**src/rtl/c8x_pkg.sv**
```systemverilog
package c8x_pkg;

  typedef logic [11:0] addr_t;
  typedef logic [7:0]  byte_t;

  localparam logic [1:0] STATUS_OK      = 2'd0;
  localparam logic [1:0] STATUS_UNKNOWN = 2'd1;
  localparam logic [1:0] STATUS_UNSUPP  = 2'd2;

  // ALU operations
  localparam logic [3:0] ALU_MOVY = 4'd0;
  localparam logic [3:0] ALU_OR   = 4'd1;
  localparam logic [3:0] ALU_AND  = 4'd2;
  localparam logic [3:0] ALU_XOR  = 4'd3;
  localparam logic [3:0] ALU_ADD  = 4'd4;
  localparam logic [3:0] ALU_SUB  = 4'd5;
  localparam logic [3:0] ALU_SHR  = 4'd6;
  localparam logic [3:0] ALU_RSB  = 4'd7;
  localparam logic [3:0] ALU_SHL  = 4'd8;
  localparam logic [3:0] ALU_MOVN = 4'd9;
  localparam logic [3:0] ALU_ADDN = 4'd10;

  typedef struct packed {
    logic [3:0] op;
    byte_t      a;
    byte_t      b;
  } alu_req_t;

  typedef struct packed {
    byte_t res;
    logic  flag;
    logic  flag_wr;
    logic  eq;
  } alu_rsp_t;

endpackage

```
**src/rtl/c8x_alu.sv**
```systemverilog
module c8x_alu (
  input  c8x_pkg::alu_req_t req,
  output c8x_pkg::alu_rsp_t rsp
);

  logic [8:0] sum;
  logic [8:0] dif;
  logic [8:0] rdif;

  assign sum  = {1'b0, req.a} + {1'b0, req.b};
  assign dif  = {1'b0, req.a} - {1'b0, req.b};
  assign rdif = {1'b0, req.b} - {1'b0, req.a};

  always_comb begin
    rsp.res     = req.b;
    rsp.flag    = 1'b0;
    rsp.flag_wr = 1'b0;
    rsp.eq      = (req.a == req.b);
    unique case (req.op)
      c8x_pkg::ALU_MOVY: rsp.res = req.b;
      c8x_pkg::ALU_OR:   rsp.res = req.a | req.b;
      c8x_pkg::ALU_AND:  rsp.res = req.a & req.b;
      c8x_pkg::ALU_XOR:  rsp.res = req.a ^ req.b;
      c8x_pkg::ALU_ADD: begin
        rsp.res = sum[7:0]; rsp.flag = sum[8]; rsp.flag_wr = 1'b1;
      end
      c8x_pkg::ALU_SUB: begin
        rsp.res = dif[7:0]; rsp.flag = dif[8]; rsp.flag_wr = 1'b1;
      end
      c8x_pkg::ALU_SHR: begin
        rsp.res = {1'b0, req.a[7:1]}; rsp.flag = req.a[0]; rsp.flag_wr = 1'b1;
      end
      c8x_pkg::ALU_RSB: begin
        rsp.res = rdif[7:0]; rsp.flag = rdif[8]; rsp.flag_wr = 1'b1;
      end
      c8x_pkg::ALU_SHL: begin
        rsp.res = {req.a[6:0], 1'b0}; rsp.flag = req.a[7]; rsp.flag_wr = 1'b1;
      end
      c8x_pkg::ALU_MOVN: rsp.res = req.b;
      c8x_pkg::ALU_ADDN: rsp.res = sum[7:0];
      default: rsp.res = req.b;
    endcase
  end

endmodule

```
**src/rtl/chip8_instruction_execute_core.sv**
```systemverilog
// Flow: an accepted instruction passes the register read and execute states;
// the execute state registers the first result beat. BCD then runs its
// repeated-subtract digit steps before its three beats; store emits x+1 beats,
// one per cycle while the output is not stalled. One instruction at a time;
// a stalled result beat holds the sequencer.
// Reset: V registers, I, stack pointer cleared; PC loaded with 512.
// Return stack holds no reset value.
module chip8_instruction_execute_core #(
  parameter int STACK_DEPTH = 16
) (
  input  logic        clk,
  input  logic        rst,
  input  logic        cfg_we,
  input  logic [11:0] cfg_wdata,
  input  logic        in_valid,
  output logic        in_stall,
  input  logic [15:0] instruction,
  output logic        out_valid,
  input  logic        out_stall,
  output logic [11:0] next_pc,
  output logic        write_valid,
  output logic [11:0] write_address,
  output logic [7:0]  write_data,
  output logic [1:0]  status,
  output logic        last
);

  localparam int SPW = $clog2(STACK_DEPTH);

  localparam logic [2:0] S_IDLE = 3'd0;
  localparam logic [2:0] S_READ = 3'd1;
  localparam logic [2:0] S_EXEC = 3'd2;
  localparam logic [2:0] S_BCD  = 3'd3;
  localparam logic [2:0] S_EMIT = 3'd4;
  localparam logic [2:0] S_STOR = 3'd5;

  logic [2:0]  state;
  logic [15:0] op;
  logic [7:0]  vreg [16];
  logic [11:0] pc;
  logic [11:0] ireg;
  logic [SPW-1:0] sp;
  logic [11:0] stack [STACK_DEPTH];
  logic [11:0] stack_q;
  logic [7:0]  vx;
  logic [7:0]  vy;
  logic [3:0]  k;
  logic [7:0]  bcd_rem;
  logic [3:0]  bcd_h;
  logic [3:0]  bcd_t;
  logic [1:0]  bcd_step;
  logic [1:0]  bcd_cnt;
  logic [3:0]  bcd_q;

  c8x_pkg::alu_req_t alu_req;
  c8x_pkg::alu_rsp_t alu_rsp;

  c8x_alu u_alu (.req(alu_req), .rsp(alu_rsp));

  logic [3:0] ox, oy, on;
  logic [7:0] nn;
  logic [11:0] nnn;
  assign ox  = op[11:8];
  assign oy  = op[7:4];
  assign on  = op[3:0];
  assign nn  = op[7:0];
  assign nnn = op[11:0];

  assign in_stall = (state != S_IDLE);

  logic out_free;
  assign out_free = !out_valid || !out_stall;

  always_comb begin
    alu_req.a  = vx;
    alu_req.b  = vy;
    alu_req.op = c8x_pkg::ALU_MOVY;
    unique case (op[15:12])
      4'h3, 4'h4: begin alu_req.b = nn; alu_req.op = c8x_pkg::ALU_MOVN; end
      4'h6:       begin alu_req.b = nn; alu_req.op = c8x_pkg::ALU_MOVN; end
      4'h7:       begin alu_req.b = nn; alu_req.op = c8x_pkg::ALU_ADDN; end
      4'h8:       alu_req.op = (on == 4'hE) ? c8x_pkg::ALU_SHL : on;
      default:    alu_req.op = c8x_pkg::ALU_MOVY;
    endcase
  end

  // decode classification
  logic unknown, unsupp;
  always_comb begin
    unknown = 1'b0;
    unsupp  = 1'b0;
    unique case (op[15:12])
      4'h0: begin
        if (op == 16'h00E0) unsupp = 1'b1;
        else if (op != 16'h00EE) unknown = 1'b1;
      end
      4'h5, 4'h9: unknown = (on != 4'h0);
      4'h8: unknown = !(on <= 4'h7 || on == 4'hE);
      4'hC, 4'hD: unsupp = 1'b1;
      4'hE: begin
        if (nn == 8'h9E || nn == 8'hA1) unsupp = 1'b1;
        else unknown = 1'b1;
      end
      4'hF: begin
        if (nn == 8'h07 || nn == 8'h0A || nn == 8'h15 || nn == 8'h18 ||
            nn == 8'h29 || nn == 8'h30 || nn == 8'h65) unsupp = 1'b1;
        else if (!(nn == 8'h1E || nn == 8'h33 || nn == 8'h55)) unknown = 1'b1;
      end
      default: ;
    endcase
  end

  logic [11:0] pc2, pc4;
  assign pc2 = pc + 12'd2;
  assign pc4 = pc + 12'd4;

  // wrap the pointer at the stack depth
  logic [SPW-1:0] sp_dec;
  logic [SPW-1:0] sp_inc;
  assign sp_dec = (sp == '0) ? SPW'(STACK_DEPTH - 1) : sp - 1'b1;
  assign sp_inc = (sp == SPW'(STACK_DEPTH - 1)) ? '0 : sp + 1'b1;

  always_ff @(posedge clk) begin
    stack_q <= stack[sp_dec];
    if (state == S_EXEC && op[15:12] == 4'h2 && out_free)
      stack[sp] <= pc2;
  end

  always_ff @(posedge clk) begin
    if (rst) begin
      state     <= S_IDLE;
      out_valid <= 1'b0;
      pc        <= 12'd512;
      ireg      <= '0;
      sp        <= '0;
      for (int i = 0; i < 16; i++) vreg[i] <= '0;
    end else begin
      if (out_valid && !out_stall) out_valid <= 1'b0;
      if (cfg_we) pc <= cfg_wdata;
      unique case (state)
        S_IDLE: begin
          if (in_valid) begin
            op    <= instruction;
            state <= S_READ;
          end
        end
        S_READ: begin
          vx    <= vreg[ox];
          vy    <= (op[15:12] == 4'hB) ? vreg[0] : vreg[oy];
          k     <= '0;
          state <= S_EXEC;
        end
        S_EXEC: begin
          if (out_free) begin
            next_pc       <= pc2;
            write_valid   <= 1'b0;
            write_address <= '0;
            write_data    <= '0;
            status        <= c8x_pkg::STATUS_OK;
            last          <= 1'b1;
            out_valid     <= 1'b1;
            state         <= S_IDLE;
            if (unknown) begin
              next_pc <= '0; pc <= '0; status <= c8x_pkg::STATUS_UNKNOWN;
            end else if (unsupp) begin
              pc <= pc2; status <= c8x_pkg::STATUS_UNSUPP;
            end else begin
              pc <= pc2;
              priority case (op[15:12])
                4'h0: begin next_pc <= stack_q; pc <= stack_q; sp <= sp_dec; end
                4'h1: begin next_pc <= nnn; pc <= nnn; end
                4'h2: begin next_pc <= nnn; pc <= nnn; sp <= sp_inc; end
                4'h3, 4'h5: if (alu_rsp.eq) begin next_pc <= pc4; pc <= pc4; end
                4'h4, 4'h9: if (!alu_rsp.eq) begin next_pc <= pc4; pc <= pc4; end
                4'h6, 4'h7, 4'h8: begin
                  vreg[ox] <= alu_rsp.res;
                  if (alu_rsp.flag_wr) vreg[15] <= {7'd0, alu_rsp.flag};
                end
                4'hA: ireg <= nnn;
                4'hB: begin
                  next_pc <= nnn + {4'd0, vy}; pc <= nnn + {4'd0, vy};
                end
                default: begin
                  if (nn == 8'h1E) ireg <= ireg + {4'd0, vx};
                  else if (nn == 8'h33) begin
                    out_valid <= 1'b0;
                    bcd_rem   <= vx;
                    bcd_h     <= '0;
                    bcd_t     <= '0;
                    bcd_step  <= 2'd0;
                    state     <= S_BCD;
                  end else begin
                    out_valid <= 1'b0;
                    state     <= S_STOR;
                  end
                end
              endcase
            end
          end
        end
        S_BCD: begin
          // repeated subtract: hundreds then tens
          if (bcd_step == 2'd0) begin
            if (bcd_rem >= 8'd100) begin
              bcd_rem <= bcd_rem - 8'd100; bcd_h <= bcd_h + 1'b1;
            end else bcd_step <= 2'd1;
          end else begin
            if (bcd_rem >= 8'd10) begin
              bcd_rem <= bcd_rem - 8'd10; bcd_t <= bcd_t + 1'b1;
            end else begin
              bcd_cnt <= 2'd0;
              state   <= S_EMIT;
            end
          end
        end
        S_EMIT: begin
          if (out_free) begin
            next_pc       <= pc;
            write_valid   <= 1'b1;
            write_address <= ireg + {10'd0, bcd_cnt};
            write_data    <= {4'd0, bcd_q};
            status        <= c8x_pkg::STATUS_OK;
            last          <= (bcd_cnt == 2'd2);
            out_valid     <= 1'b1;
            bcd_cnt       <= bcd_cnt + 1'b1;
            if (bcd_cnt == 2'd2) state <= S_IDLE;
          end
        end
        S_STOR: begin
          if (out_free) begin
            next_pc       <= pc;
            write_valid   <= 1'b1;
            write_address <= ireg + {8'd0, k};
            write_data    <= vreg[k];
            status        <= c8x_pkg::STATUS_OK;
            last          <= (k == ox);
            out_valid     <= 1'b1;
            k             <= k + 1'b1;
            if (k == ox) state <= S_IDLE;
          end
        end
        default: state <= S_IDLE;
      endcase
    end
  end

  always_comb begin
    unique case (bcd_cnt)
      2'd0:    bcd_q = bcd_h;
      2'd1:    bcd_q = bcd_t;
      default: bcd_q = bcd_rem[3:0];
    endcase
  end

  a_busy_no_accept: assert property (@(posedge clk) disable iff (rst)
    state != S_IDLE |-> in_stall)
    else $error("accept while busy");
  a_bcd_digit: assert property (@(posedge clk) disable iff (rst)
    state == S_EMIT |-> bcd_h <= 4'd2 && bcd_t <= 4'd9 && bcd_rem <= 8'd9)
    else $error("bcd digit out of range");
  a_out_hold: assert property (@(posedge clk) disable iff (rst)
    out_valid && out_stall |=> out_valid &&
      $stable({next_pc, write_valid, write_address, write_data, status, last}))
    else $error("stalled beat changed");

endmodule

```
**config.mk**
```make
export PLATFORM = sky130hd
export DESIGN_NAME = chip8_instruction_execute_core
export DESIGN_NICKNAME = d
export VERILOG_FILES = /design/src/rtl/c8x_pkg.sv /design/src/rtl/c8x_alu.sv /design/src/rtl/chip8_instruction_execute_core.sv
export SDC_FILE = /design/constraint.sdc
export NUM_CORES = 1
export LEC_CHECK = 0
export BUFFER_PORTS_ARGS = -buffer_cell sky130_fd_sc_hd__buf_2
export CORE_MARGIN = 2
export CORE_UTILIZATION = 43
export CTS_CLUSTER_SIZE = 20
export DETAILED_ROUTE_END_ITERATION = 10
export PLACE_DENSITY = 0.65
export SYNTH_ARGS = -nofsm -noshare
export SYNTH_HDL_FRONTEND = slang
export SYNTH_SLANG_ARGS = --single-unit
```
**constraint.sdc**
```tcl
create_clock -name clk -period 4.3 [get_ports clk]
set_input_delay 0 -clock clk [delete_from_list [all_inputs] [get_ports clk]]
set_output_delay 0 -clock clk [all_outputs]
set_load 0.1 [all_outputs]
```
==> results by group <==
Floorplan
  • Site row count: 89
  • Die height: 249 µm
  • Initial core utilization: 43.6%
  • Core ar.: 59,200 µm²
  • Die area: 62,000 µm²
  • I/O pins: 71
  • Die width: 249 µm

Detailed routing
  • Post-Route WL: 79,100 µm
  • DR iter-0 viols: 2,120
  • Drt via density: 6.38
  • Vias: 19,000
  • Drt wl/cell: 26.6 µm
  • ANT nets after route: 0
  • Pre-antenna DRT Iters: 6
  • DRC Markers: 0

Job
  • Maximum capacitance violations: 0

Synth
  • Post-Syn Nets: 2,159
  • Syn Inst Count: 2,043
  • Post-synth ARST share: 0%
  • Synth top area share: 47.8%
  • Top cells by count, synth: 411 x edfxtp_1, 192 x nor2_1, 168 x mux4_2, 162 x nand2_1, 94 x clkbuf_1
  • Cell taking the most area after synthesis: edfxtp_1
  • Syn. warnings: 0
  • Most numerous cell in the Yosys netlist: edfxtp_1
  • EDFF count, synth: 411
  • Synth Flop Type: edfxtp_1
  • Synth area leaders: edfxtp_1 48%, mux4_2 15%, dfxtp_1 4.0%
  • Sequential-to-total area share from yosys stat: 51.8%
  • Post-synthesis cell type count: 89
  • Syn Std Cell Area: 25,800 µm²
  • Avg Inst Size Synth: 12.6 µm²
  • Number of synthesized register bits: 463

Timing
  • Min Hold Slack: 0.0547 ns
  • Worst slew pin tran: 1.25 ns
  • Final-report setup violation count: 0
  • Final max-slew violation count: 0
  • Fin crit share: 95.6%
  • Worst Skew: 0.0386 ns
  • Fin Setup TNS: 0 ns
  • Hold Fails Final Rpt: 0
  • Max Freq: 0.243 GHz
  • Tmin final: 4.11 ns
  • Slew Limit Headroom: 16.6%

Worst setup path
  • CP max FO: 12
  • Crit path kind: flip-flop to flip-flop
  • FF-to-FF End: pc[1]$_SDFF_PP0_
  • Most used cell, CP: mux2i_1
  • Register-to-register setup slack: 0.19 ns
  • Reg2Reg Launch Point: op[15]$_DFFE_PP_
  • Element type at the critical path end: flip-flop
  • CP max stage delay: 0.59 ns
  • Startpoint Class: flip-flop
  • Crit-path cells: nor2b_1 > nand2_1 > o21ai_2 > buf_4 > mux2i_1 > inv_1 > ha_2 > nand4_1 > nor2_2 > xnor2_1 > mux2i_1 > nand3_1 > o2111ai_1 > a21oi_1 > dlygate4sd3_1
  • Critical Path AT: 4.60 ns
  • Cell count of the worst reg-to-reg path: 15
  • WP data required: 4.79 ns
  • Crit-path slowest cell: dlygate4sd3_1

Final layout
  • Area growth, synth to finish: 14.8%
  • Final instance area: 29,600 µm²
  • Final core utilization: 50.0%
  • Fill count: 5,107
  • Diodes inserted: 0
  • Ratio of cells with drive above 1 in the final layout: 22.5%
  • Layout Nets: 2,279

Clock tree
  • CTS Buffer Depth: 3
  • H-tree depth: 2
  • Num CTS Buffers: 51
  • CTS root buf: clkbuf_16
  • CTS tree: yes
  • CTS sink count: 463
  • Clock Pin Slew Worst Setup and Hold Paths: 0.06 ns
  • Post-CTS Repair Setup Buffers: 0
  • Worst skew pair latency: 0.62 ns

Power
  • Clock Power Share: 32.6%
  • Leakage power: 10.3 nW
  • Tot Pwr: 14.2 mW
  • Max rail drop VDD: 0.316 mV
  • Sw Ratio: 33.6%
  • Combinational share of power: 27.9%
  • Internal Dissipation: 9.40 mW
  • NetSw: 4.77 mW
  • Power per cell area: 478 nW/µm²
  • Flop pwr share: 39.6%

Global route
  • Largest net degree at the start of global routing: 49
  • Grt met3 use: 4.05%
  • Met1 usage: 35.4%
  • Initial antenna violation count: 1
  • First-pass GRT wire length: 118,000 µm
  • Global route hottest layer: met2
  • Vias in the first global route: 18,500
  • Grt ovf: 0
  • Total track usage: 25.1%
  • GRT met2 Usage: 39.2%

Worst hold path
  • Hold Crit Class: input pin to flip-flop
  • Hold Startpoint: cfg_we
  • Hold path cells: 4
  • Worst Hold End: pc[9]$_SDFF_PP1_

Placed design
  • Dpl hpwl: 55,400 µm
  • Placed Area: 27,400 µm²
  • Gpl congestion: 0.956
  • I/O Buffers: 70

Outcome
  • Outcome: complete, no violations
## stage by stage
step / std cells / setup WS (ns)
final: 2979 / 0.190
after global routing: 2979 / -0.0161
after CTS: 2979 / 0.164
after detailed placement: 2841 / 0.209
after global placement: 2841 / 0.256
after floorplan: 2043 / 0.0760
## metal layers
metal / vias to the layer above / wire, µm
li1: 8210 / -
met1: 9548 / 32600
met2: 1057 / 36600
met3: 179 / 6980
met4: 2 / 2980
met5: - / 13
## sequential cells by signal (all words and copies together) (netlist names), 2 cells and up, named ones only
name / cells
write_data: 8
stack: 192
bcd_rem: 8
op: 16
ireg: 12
bcd_cnt: 2
vreg: 128
k: 4
vy: 8
pc: 12
bcd_t: 4
next_pc: 12
vx: 8
stack_q: 12
state: 3
sp: 4
write_address: 12
bcd_h: 4
status: 2
## cell usage in the layout, fill, tap and decap left out, types with 26 or more instances in the layout
cell and n:
edfxtp_1 411, nor2_1 191, mux4_2 168, nand2_1 162, buf_4 105, ha_1 75
a21oi_1 74, buf_2 70, o21ai_0 64, nor3_1 56, inv_1 53, clkbuf_16 53
dfxtp_1 49, nand3_1 46, dlygate4sd3_1 42, xnor2_1 33, a211oi_1 32, a31oi_1 26
## how the worst max path moves through the flow
stage                                     end  slack (ns)  depth (start not counted)              from
floorplan           vreg[11][7]$_SDFFCE_PN0P_        0.08                         15  op[12]$_DFFE_PP_
global placement     vreg[8][7]$_SDFFCE_PN0P_        0.26                         15  op[15]$_DFFE_PP_
detailed placement  vreg[13][7]$_SDFFCE_PN0P_        0.21                         15  op[15]$_DFFE_PP_
CTS                          pc[1]$_SDFF_PP0_        0.16                         15  op[15]$_DFFE_PP_
global route                 pc[1]$_SDFF_PP0_       -0.02                         15  op[15]$_DFFE_PP_
finish                       pc[1]$_SDFF_PP0_        0.19                         15  op[15]$_DFFE_PP_
## power groups by stage
stage	clock network, mW	logic, mW	registers (mW)
floorplan	0	2.52	5.62
global route	4.85	4.17	5.63
CTS	4.68	3.87	5.60
finish	4.61	3.95	5.60
detailed placement	0	3.82	5.69
global placement	0	3.79	5.68
## worst max-delay path: cells and delay by family (launching register included)
kind | cells | cell delay [ns]
mux | 2 | 0.60
xor+xnor | 1 | 0.20
fa+ha+maj | 1 | 0.47
simple gates | 5 | 1.04
buf+inv | 3 | 0.92
compound gates | 3 | 0.33
flops | 1 | 0.42
## timing repair
action                     4_1_cts  5_1_grt
setup endpoints to repair        0       17
resized for setup                0        4
hold buffers                    42        0
hold endpoints to repair        36        0
## layout make-up
class	instances	area, µm²	area share [%]
clock buffer	66	1410	4.74
sequential	463	13400	45.2
timing repair buffer	219	1600	5.39
multi-input combinational	1372	11700	39.5
tap	773	967	3.26
clock inverter	30	373	1.26
inverter	56	210	0.709
## cell families (layout without fill, tap and decap cells)
group | count (synthesis) | count (layout) | synth area share, %
fa+ha+maj | 83 | 83 | 4.20
flops | 463 | 463 | 51.8
buf+inv | 208 | 371 | 3.27
xor+xnor | 54 | 54 | 1.83
compound gates | 397 | 397 | 10.7
simple gates | 640 | 640 | 12.3
mux | 198 | 198 | 15.9
Power figures use the tool's default switching activity.
